===== config.mk =====
export PLATFORM = sky130hd
export DESIGN_NAME = graph_reachability_engine_core
export DESIGN_NICKNAME = d
export VERILOG_FILES = /design/src/design/grre_pkg.sv /design/src/design/grre_lowbit.sv /design/src/design/graph_reachability_engine_core.sv
export VERILOG_INCLUDE_DIRS = /design/src /design/src/design
export SDC_FILE = /design/constraint.sdc
export NUM_CORES = 2
export LEC_CHECK = 0
export BUFFER_PORTS_ARGS = -buffer_cell sky130_fd_sc_hd__buf_2
export CORE_MARGIN = 2
export CORE_UTILIZATION = 40
export CTS_CLUSTER_DIAMETER = 200
export DETAILED_ROUTE_END_ITERATION = 10
export PLACE_DENSITY = 0.63
export SLEW_MARGIN = 20
export SYNTH_ARGS = -nofsm -noshare
export SYNTH_HDL_FRONTEND = slang
export SYNTH_HIERARCHICAL = 1
export SYNTH_SLANG_ARGS = --single-unit

===== constraint.sdc =====
create_clock -name clock -period 9.2 [get_ports clock]
set_clock_uncertainty 0.05 [all_clocks]
set_input_delay 1.84 -clock clock [delete_from_list [all_inputs] [get_ports clock]]
set_output_delay 1.84 -clock clock [all_outputs]
set_load 0.01 [all_outputs]

===== src/design/graph_reachability_engine_core_macros.svh =====
// Assertion macros shared by the graph reachability engine RTL.
// Depends on nothing; included by the files that carry assertions.
`ifndef GRAPH_REACHABILITY_ENGINE_CORE_MACROS_SVH
`define GRAPH_REACHABILITY_ENGINE_CORE_MACROS_SVH

// Same-cycle implication, disabled while reset is high.
`define GRRE_ASSERT_IMPL(label, clk, rst, ante, cons) \
   label: assert property (@(posedge clk) disable iff (rst) (ante) |-> (cons)) \
      else $error("graph reachability engine: check failed");

// Next-cycle implication, disabled while reset is high.
`define GRRE_ASSERT_NEXT(label, clk, rst, ante, cons) \
   label: assert property (@(posedge clk) disable iff (rst) (ante) |=> (cons)) \
      else $error("graph reachability engine: check failed");

`endif


===== src/design/grre_pkg.sv =====
// Package for the graph reachability engine: field widths, mode and
// register codes, and the pick result type. Depends on nothing.
`timescale 1ns / 1ps
`default_nettype none

package grre_pkg;

   localparam int STATE_W = 6;
   localparam int COUNT_W = 7;

   localparam logic [1:0] MODE_ADD   = 2'd0;
   localparam logic [1:0] MODE_QUERY = 2'd1;
   localparam logic [1:0] MODE_CLEAR = 2'd2;

   localparam logic [0:0] CSR_STATE_COUNT   = 1'b0;
   localparam logic [0:0] CSR_REVERSE_EDGES = 1'b1;

   localparam logic STATUS_OK  = 1'b0;
   localparam logic STATUS_BAD = 1'b1;

   localparam logic [COUNT_W-1:0] RESET_STATE_COUNT = 7'd64;

   // Result of the lowest-pending-state search.
   typedef struct packed {
      logic               found;
      logic [STATE_W-1:0] index;
   } pick_type;

endpackage

`default_nettype wire


===== src/design/grre_lowbit.sv =====
// Lowest-set-bit picker used to choose the next state to expand.
// Depends on grre_pkg for the pick result type.
`timescale 1ns / 1ps
`default_nettype none

module grre_lowbit
   import grre_pkg::*;
#(
   parameter int WIDTH = 64
) (
   input  logic [WIDTH-1:0] vec,
   output pick_type         pick
);

   logic [WIDTH-1:0]   onehot;
   logic [STATE_W-1:0] index;

   // Two's complement trick isolates the lowest set bit.
   assign onehot = vec & (~vec + WIDTH'(1));

   always_comb begin
      index = '0;
      for (int i = 0; i < WIDTH; i++) begin
         if (onehot[i]) begin
            index = index | STATE_W'(i);
         end
      end
   end

   assign pick.found = |vec;
   assign pick.index = index;

endmodule

`default_nettype wire


===== src/design/graph_reachability_engine_core.sv =====
// Graph reachability engine core: adjacency matrix memory and search sequencer.
// An add passes ST_ADD_WR and ST_FINISH before its result is registered; clear and rejected
// items go straight to ST_FINISH. A query reads one row per cycle from the single port, and
// a chain is walked one row read at a time. The next item is accepted as the result turns valid.
// Synchronous active-high reset empties the graph through per-row valid bits at once.
// Depends on grre_pkg, grre_lowbit and graph_reachability_engine_core_macros.svh.
`timescale 1ns / 1ps
`default_nettype none
`include "graph_reachability_engine_core_macros.svh"

module graph_reachability_engine_core
   import grre_pkg::*;
#(
   parameter int MAX_STATES = 64
) (
   input  logic               clock,
   input  logic               reset,

   input  logic               req_valid,
   output logic               req_ready,
   input  logic [1:0]         req_mode,
   input  logic [STATE_W-1:0] req_from_state,
   input  logic [STATE_W-1:0] req_to_state,

   output logic               rsp_valid,
   input  logic               rsp_ready,
   output logic               rsp_reachable,
   output logic               rsp_status,

   input  logic               csr_write_enable,
   input  logic [0:0]         csr_index,
   input  logic [COUNT_W-1:0] csr_write_data
);

   localparam int ADDR_W = $clog2(MAX_STATES);
   localparam logic [MAX_STATES-1:0] ROW_ONE   = MAX_STATES'(1);
   localparam logic [COUNT_W-1:0]    MAX_COUNT = COUNT_W'(MAX_STATES);

   typedef enum logic [1:0] {
      ST_IDLE,
      ST_ADD_WR,
      ST_SEARCH,
      ST_FINISH
   } state_type;

   // Sequencer state and registered outputs.
   state_type          state_ff, state_in;
   logic               rsp_valid_ff, rsp_valid_in;
   logic               rsp_reach_ff, rsp_reach_in;
   logic               rsp_status_ff, rsp_status_in;

   // Result of the item in progress, waiting for the output register.
   logic               res_reach_ff, res_reach_in;
   logic               res_status_ff, res_status_in;

   // Configuration registers.
   logic [COUNT_W-1:0] count_ff, count_in;
   logic               reverse_ff, reverse_in;

   // Latched operands: the row and column for an edge, the target for a query.
   logic [ADDR_W-1:0]  row_ff, row_in;
   logic [ADDR_W-1:0]  col_ff, col_in;
   logic [ADDR_W-1:0]  tgt_ff, tgt_in;

   // Search sets and the flag for a row read that is still on its way.
   logic [MAX_STATES-1:0] visited_ff, visited_in;
   logic [MAX_STATES-1:0] expanded_ff, expanded_in;
   logic                  inflight_ff, inflight_in;

   // A row that is not valid reads as all zero; clear only drops these bits.
   logic [MAX_STATES-1:0] row_valid_ff, row_valid_in;

   // Adjacency memory: one write port, one registered read port.
   logic [MAX_STATES-1:0] adj_mem_ff [MAX_STATES];
   logic [MAX_STATES-1:0] rd_data_ff;
   logic                  rd_valid_ff;
   logic                  rd_en;
   logic [ADDR_W-1:0]     rd_addr;
   logic                  wr_en;
   logic [MAX_STATES-1:0] wr_data;

   logic [COUNT_W-1:0]    eff_count;
   logic [MAX_STATES-1:0] valid_mask;
   logic [MAX_STATES-1:0] rd_row;
   logic                  req_bad;
   logic [ADDR_W-1:0]     from_addr;
   logic [ADDR_W-1:0]     to_addr;
   pick_type              pick;
   logic [ADDR_W-1:0]     pick_addr;

   // A programmed count above the matrix size acts as the matrix size.
   assign eff_count = (count_ff > MAX_COUNT) ? MAX_COUNT : count_ff;

   always_comb begin
      for (int i = 0; i < MAX_STATES; i++) begin
         valid_mask[i] = COUNT_W'(i) < eff_count;
      end
   end

   assign req_bad = ({1'b0, req_from_state} >= eff_count) ||
                    ({1'b0, req_to_state} >= eff_count);
   assign from_addr = req_from_state[ADDR_W-1:0];
   assign to_addr   = req_to_state[ADDR_W-1:0];

   assign rd_row = rd_valid_ff ? rd_data_ff : '0;

   // The picker chooses the lowest visited state not yet expanded.
   grre_lowbit #(
      .WIDTH (MAX_STATES)
   ) u_lowbit (
      .vec  (visited_ff & ~expanded_ff),
      .pick (pick)
   );

   assign pick_addr = pick.index[ADDR_W-1:0];

   assign req_ready     = (state_ff == ST_IDLE);
   assign rsp_valid     = rsp_valid_ff;
   assign rsp_reachable = rsp_reach_ff;
   assign rsp_status    = rsp_status_ff;

   always_comb begin
      state_in      = state_ff;
      rsp_valid_in  = rsp_valid_ff && !rsp_ready;
      rsp_reach_in  = rsp_reach_ff;
      rsp_status_in = rsp_status_ff;
      res_reach_in  = res_reach_ff;
      res_status_in = res_status_ff;
      row_in        = row_ff;
      col_in        = col_ff;
      tgt_in        = tgt_ff;
      visited_in    = visited_ff;
      expanded_in   = expanded_ff;
      inflight_in   = 1'b0;
      row_valid_in  = row_valid_ff;
      rd_en         = 1'b0;
      rd_addr       = '0;
      wr_en         = 1'b0;
      wr_data       = rd_row | (ROW_ONE << col_ff);
      count_in      = count_ff;
      reverse_in    = reverse_ff;

      // Configuration must be written only while the engine is idle; the block does not enforce this.
      if (csr_write_enable) begin
         unique case (csr_index)
            CSR_STATE_COUNT:   count_in   = csr_write_data;
            CSR_REVERSE_EDGES: reverse_in = csr_write_data[0];
         endcase
      end

      unique case (state_ff)
         ST_IDLE: begin
            if (req_valid) begin
               res_reach_in  = 1'b0;
               res_status_in = STATUS_OK;
               tgt_in        = to_addr;
               row_in        = reverse_ff ? to_addr : from_addr;
               col_in        = reverse_ff ? from_addr : to_addr;
               state_in      = ST_FINISH;
               unique case (req_mode)
                  MODE_ADD: begin
                     if (req_bad) begin
                        res_status_in = STATUS_BAD;
                     end else begin
                        // Read the old row now, merge the new bit next cycle.
                        rd_en    = 1'b1;
                        rd_addr  = reverse_ff ? to_addr : from_addr;
                        state_in = ST_ADD_WR;
                     end
                  end
                  MODE_QUERY: begin
                     if (req_bad) begin
                        res_status_in = STATUS_BAD;
                     end else begin
                        visited_in  = ROW_ONE << from_addr;
                        expanded_in = '0;
                        state_in    = ST_SEARCH;
                     end
                  end
                  MODE_CLEAR: begin
                     row_valid_in = '0;
                  end
                  default: begin
                     // The unused mode leaves everything as it is.
                  end
               endcase
            end
         end
         ST_ADD_WR: begin
            wr_en                = 1'b1;
            row_valid_in[row_ff] = 1'b1;
            state_in             = ST_FINISH;
         end
         ST_SEARCH: begin
            // Fold in the row that was read last cycle, limited to states in use.
            if (inflight_ff) begin
               visited_in = visited_ff | (rd_row & valid_mask);
            end
            if (pick.found) begin
               rd_en       = 1'b1;
               rd_addr     = pick_addr;
               expanded_in = expanded_ff | (ROW_ONE << pick_addr);
               inflight_in = 1'b1;
            end else if (!inflight_ff) begin
               res_reach_in = visited_ff[tgt_ff];
               state_in     = ST_FINISH;
            end
         end
         ST_FINISH: begin
            if (!rsp_valid_ff || rsp_ready) begin
               rsp_valid_in  = 1'b1;
               rsp_reach_in  = res_reach_ff;
               rsp_status_in = res_status_ff;
               state_in      = ST_IDLE;
            end
         end
      endcase
   end

   always_ff @(posedge clock) begin
      if (reset) begin
         state_ff     <= ST_IDLE;
         rsp_valid_ff <= 1'b0;
         inflight_ff  <= 1'b0;
         row_valid_ff <= '0;
         count_ff     <= RESET_STATE_COUNT;
         reverse_ff   <= 1'b0;
      end else begin
         state_ff     <= state_in;
         rsp_valid_ff <= rsp_valid_in;
         inflight_ff  <= inflight_in;
         row_valid_ff <= row_valid_in;
         count_ff     <= count_in;
         reverse_ff   <= reverse_in;
      end
      rsp_reach_ff  <= rsp_reach_in;
      rsp_status_ff <= rsp_status_in;
      res_reach_ff  <= res_reach_in;
      res_status_ff <= res_status_in;
      row_ff        <= row_in;
      col_ff        <= col_in;
      tgt_ff        <= tgt_in;
      visited_ff    <= visited_in;
      expanded_ff   <= expanded_in;
   end

   // Memory ports; the read valid bit travels with the read data.
   always_ff @(posedge clock) begin
      if (wr_en) begin
         adj_mem_ff[row_ff] <= wr_data;
      end
      if (rd_en) begin
         rd_data_ff  <= adj_mem_ff[rd_addr];
         rd_valid_ff <= row_valid_ff[rd_addr];
      end
   end

   // Every expanded state must have been visited first.
   `GRRE_ASSERT_IMPL(a_expanded_in_visited, clock, reset,
      state_ff == ST_SEARCH, (expanded_ff & ~visited_ff) == '0)

   // The expanded set only grows during a search.
   `GRRE_ASSERT_IMPL(a_expanded_grows, clock, reset,
      (state_ff == ST_SEARCH) && ($past(state_ff) == ST_SEARCH),
      ($past(expanded_ff) & ~expanded_ff) == '0)

   // A row read is outstanding only while searching.
   `GRRE_ASSERT_IMPL(a_inflight_in_search, clock, reset,
      inflight_ff, state_ff == ST_SEARCH)

   // A rejected item never reports reachability.
   `GRRE_ASSERT_IMPL(a_bad_not_reachable, clock, reset,
      rsp_valid_ff && (rsp_status_ff == STATUS_BAD), !rsp_reach_ff)

endmodule

`default_nettype wire


**After elaboration in Yosys (flattened, before gate mapping)**

Memories as Yosys holds them, arrays and structs flattened. A register that Yosys moved wholly into a read port is not among the register bits.
Index checks and enable logic that the tools add are counted.

- Add/sub/neg operators: 1
- $lt $le $gt $ge: 71
- Eq/ne operators: 16
- Shifts and indexed selects: 3
- Muxes and demuxes: 188
- Bitwise operators: 10
- Reduce and logical (&&, ||, !) cells: 21

Operator list:

| cell | count |
|---|---|
| $mux W64 | 28 |
| $pmux W64 S2 | 3 |
| $mux W6 | 51 |
| $or A64 B64 Y64 | 4 |
| $lt A6 B7 Y1 const A | 32 |
| $and A64 B64 Y64 | 3 |
| $shl A1 B6 Y64 const A | 3 |
| $not A64 Y64 | 2 |
| $lt A5 B7 Y1 const A | 16 |
| $mux W5 | 16 |
| $add A64 B1 Y64 const B | 1 |
| $reduce_or A64 Y1 | 1 |
| $lt A4 B7 Y1 const A | 8 |
| $mux W1 | 46 |
| $mux W2 | 20 |
| $mux W4 | 8 |
| $lt A3 B7 Y1 const A | 4 |
| $lt A6 B7 Y1 const B | 3 |
| $mux W7 | 3 |
| $ne A2 B2 Y1 const B | 8 |
| $ge A6 B7 Y1 | 2 |
| $lt A1 B7 Y1 const A | 2 |
| $lt A2 B7 Y1 const A | 2 |
| $bmux W1 S6 | 2 |
| other kinds (22) | 42 |

- Register bits after elaboration: 227
- RAM bits: 4096
- Output and inout port bits: 4
- Logic and storage cells: 327
- Memories: 1

Memory list:

| memory | depth | width | rd ports | clocked after memory_dff | wr ports | line | source |
|---|---|---|---|---|---|---|---|
| adj_mem_ff | 64 | 64 | 1 | 1 | 1 | graph_reachability_engine_core.sv:74 | `logic [MAX_STATES-1:0] adj_mem_ff [MAX_STATES];` |

**Logic depth before layout (Yosys ltp)**

- Word-level depth: 73
- Depth in mapped cells: 22

**Modules after synthesis**

The synthesis kept the hierarchy.

By module, submodules not included:

| module | instances | cells each | area an instance (um^2) |
|---|---|---|---|
| graph_reachability_engine_core | 1 | 12171 | 172591.8 |
| grre_lowbit | 1 | 206 | 1237.4 |

**Worst setup path before layout**

OpenSTA, ideal clock, no wires.

- Kind: input-to-reg
- From: in req_from_state[0]
- To: reg visited_ff[0] (enable)
- Library setup time: 507 ps
- Data arrival time: 6313 ps
- Required time: 8643 ps
- Slack: 2329 ps
- Stages on the path: 10
- Path buffers: 1
- Cells stage by stage: clkbuf_2 -> inv_1 -> ha_1 -> nor2b_1 -> o21ai_0 -> nand4_1 -> nand3_1 -> nor3_1 -> a21boi_0 -> a21oi_1

- Longest elaborated chain between the ends: 4

Ends and longest elaborated chain:

| element | line | source |
|---|---|---|
| start: declaration | graph_reachability_engine_core.sv:22 | `input logic [STATE_W-1:0] req_from_state,` |
| $ge A6 B7 Y1 | graph_reachability_engine_core.sv:100 | `assign req_bad = ({1'b0, req_from_state} >= eff_count) \|\|` |
| $logic_or A1 B1 Y1 | graph_reachability_engine_core.sv:100 |  |
| $ne A2 B2 Y1 (no source line) | -- |  |
| $reduce_and A5 Y1 (no source line) | -- |  |
| end signal: assignment | graph_reachability_engine_core.sv:243 | `visited_ff <= visited_in;` |
| end: declaration | graph_reachability_engine_core.sv:66 | `logic [MAX_STATES-1:0] visited_ff, visited_in;` |

Every way passes these cells.
A chain may end at the register's enable or synchronous reset.

==> flow_metrics.tcl <==
set metrics [dict create \
    core_mm2 0.434 \
    clock_path_buffers 4 \
    start_util 0.401 \
    arrival_ps 8150 \
    vias 115000 \
    cts_buffers 427 \
    ff2ff_path_depth 16 \
    worstSetupEndpoint "rd_data_ff[9]$_DFFE_PP_" \
    outcome "completed" \
    cp.buffers_inverters 2 \
    grt-ovfl-total 0 \
    hp-class "reg2reg" \
    cts_resized 0 \
    power.leakage_nw 61.9 \
    critical-path-top-delay-family "simple AND/OR/NAND/NOR gates" \
    fin_tns_setup_ps 0 \
    synth_compound_area_frac 0.131 \
    wl_mm 572 \
    place_hpwl_mm 283 \
    p_switching_mw 17.6 \
    crit_path_start "visited_ff[11]$_DFFE_PP_" \
    cp.depth 16 \
    clkPwrFrac 0.312 \
    hold_viol_final 0 \
    cts_sinks 4387 \
    antenna_found_initial 22 \
    num-nets-final 12300 \
    rsz0062_at_grt "no" \
    clockRootBuffer "clkbuf_16" \
    drt_iter0_drc 18700 \
    worstHoldStart "res_reach_ff$_SDFFCE_PN0P_" \
    synth_cells 12400 \
    drtAntennaViolNets 0 \
    path_class "reg2reg" \
    end_kind "flip-flop" \
    io_pins 31 \
    path_max_fanout 64 \
    htreeDepth 5 \
    post-route-period-util 0.812 \
    drc_errors 0 \
    syn_area_mm2 0.174 \
    grt_start_max_net_pins 164 \
    cts-hold-fix-buffers 0 \
    ys_seq_area_frac 0.753 \
    ir_drop_mv 0.210 \
    switching_share 0.318 \
    syn-num-nets 12400 \
    synthFlopType "edfxtp_1" \
    layout-drive-gt1-share 0.0914 \
    synth_edf_count 4311 \
    layout_commonest_cell "edfxtp_1" \
    n_fill_cell 37500 \
    slowest_delay_ps 770 \
    pwr-share-comb 0.238 \
    setup_viol 0 \
    synth.area.mux_share 0.0163 \
    crit_required_ps 9880 \
    rrSetupSlack_ps 1730 \
    fp-row-count 242 \
    crit_slowest_cell "a41o_4" \
    die_area_mm2 0.440 \
    area_growth_pct 12.8 \
    avgSynthCellArea_um2 14.0 \
    yosysUniqueCellTypes 79 \
    die_height_um 663 \
    wl_per_cell_um 31.1 \
    fin_crit_ps 7470 \
    powerDensity_mw_per_mm2 282 \
    yosys.area_share.simple 0.0755 \
    final_cell_mix "edfxtp_1 (4311), nand2_1 (2556), a21oi_1 (1919)" \
    cts_tree "yes" \
    drt_first_pass_iters 8 \
    max_clock_freq_mhz 134 \
    r2r-end "rd_data_ff[9]$_DFFE_PP_" \
    chipWidth_um 663 \
    startpoint_type "flip-flop" \
    synth_top_family_by_area "compound AO/OA/AOI/OAI gates" \
    slew_violations 0 \
    grt_pass1_vias 104000 \
    clkLatencyLatePin_ps 1030 \
    p_int_mw 37.8 \
    grt_pass1_wl_mm 796 \
    maxSlewHeadroom 0.171 \
    place_congestion 0.934 \
    cap_violations 0 \
    multi_input_area_mm2 0.0403 \
    yosysWarnings 6 \
    tightest_slew_ps 1240 \
    port_buffers 30 \
    synth-adder-area-share 0.00115 \
    post_cts.repair.setup_buffers 0 \
    seqPwrFrac 0.450 \
    ys_ff_latch 4387 \
    crit_path_cell_trace "nor2b_1, or4_4, or4b_1, nor4_4, nand2_2, o41ai_2, nor3_1, nand4b_1, and3_1, a41o_4, buf_12, buf_4, a32oi_1, a22oi_1, a21oi_1, or4_1" \
    ff_latch_area_mm2 0.131 \
    path_clk_slew_ps 60 \
    power_mw 55.4 \
    synthXorXnorAreaFrac 0 \
    grt_usage 0.250 \
    reg2reg_from "visited_ff[11]$_DFFE_PP_" \
    routed_via_density 6.24 \
    synth-async-reset-ratio 0 \
]
==> metrics by stage <==
step           hold slack (ps)   util  cells  worst slack [ps]  instance area (um2)
6_report                   372  0.452  18400              1730               196000
5_1_grt                    392  0.452  18400              1410               196000
4_1_cts                    375  0.452  18400              1870               196000
3_5_place_dp               360  0.421  17600              1920               182000
3_3_place_gp               355  0.420  17600              1900               182000
2_1_floorplan              350      -  12400              2330               174000
==> synthesized netlist by cell type, drive strengths merged (37+ instances only) <==
library cell     n  area, um2
a221oi         219       1920
a211oi          50        385
a21oi         1922       9620
nor2           244        916
buf            352       1850
dfxtp           76       1520
clkbuf         543       2040
or4             66        499
o21ai          211       1060
nor2b          132        826
a22oi          561       4210
mux2i          227       2270
edfxtp        4311     129000
a32oi          563       4930
nor3            37        185
nand2         2561       9620
==> cells by family (layout without fill, tap and decap cells) <==
group | count (synthesis) | after routing
flops | 4387 | 4387
compound gates | 3597 | 3597
simple gates | 3203 | 3203
buf+inv | 918 | 1182
mux | 256 | 256
fa+ha+maj | 16 | 16
other cells | 0 | 5
==> worst min path at each step <==
stage / depth (start not counted) / end
2_1_floorplan: 0 / rsp_reachable$_DFFE_PP_
3_5_place_dp: 0 / rsp_reachable$_DFFE_PP_
4_1_cts: 0 / rsp_reachable$_DFFE_PP_
5_1_grt: 0 / rsp_reachable$_DFFE_PP_
3_3_place_gp: 0 / rsp_reachable$_DFFE_PP_
6_report: 0 / rsp_reachable$_DFFE_PP_
==> power groups by stage <==
stage / combinational, mW / sequential [mW] / clock [mW]
after CTS: 12.9 / 24.9 / 17.4
after global placement: 12.7 / 25.3 / 0
after global routing: 14.1 / 24.9 / 18.1
after detailed placement: 12.8 / 25.3 / 0
final: 13.2 / 24.9 / 17.3
after floorplan: 8.41 / 25.4 / 0
==> layout make-up <==
type	instances	share of cell area
timing repair buffer	370	0.0204
multi-input combinational	7072	0.205
antenna	5	0.0000638
inverter	23	0.000440
clock inverter	269	0.0126
tap	5734	0.0366
sequential	4387	0.668
clock buffer	520	0.0569
==> state kept, by name, summed over array words and instances, names as in the netlist <==
| name | flops |
|---|---|
| adj_mem_ff | 4096 |
| col_ff | 6 |
| count_ff | 7 |
| expanded_ff | 64 |
| inflight_ff | 1 |
| rd_data_ff | 64 |
| rd_valid_ff | 1 |
| res_reach_ff | 1 |
| res_status_ff | 1 |
| reverse_ff | 1 |
| row_ff | 6 |
| row_valid_ff | 64 |
| rsp_reachable | 1 |
| rsp_status | 1 |
| rsp_valid | 1 |
| state_ff | 2 |
| tgt_ff | 6 |
| visited_ff | 64 |
==> layer usage <==
metal,vias up,part of all wire,track usage,wire length [um]
met2,7582,0.45,0.380,255000
li1,47500,-,-,-
met3,1255,0.12,0.0559,71100
met5,-,0.00019,0,109
met1,58300,0.38,0.347,217000
met4,16,0.050,0.104,28300
Power figures use the tool's default switching activity.
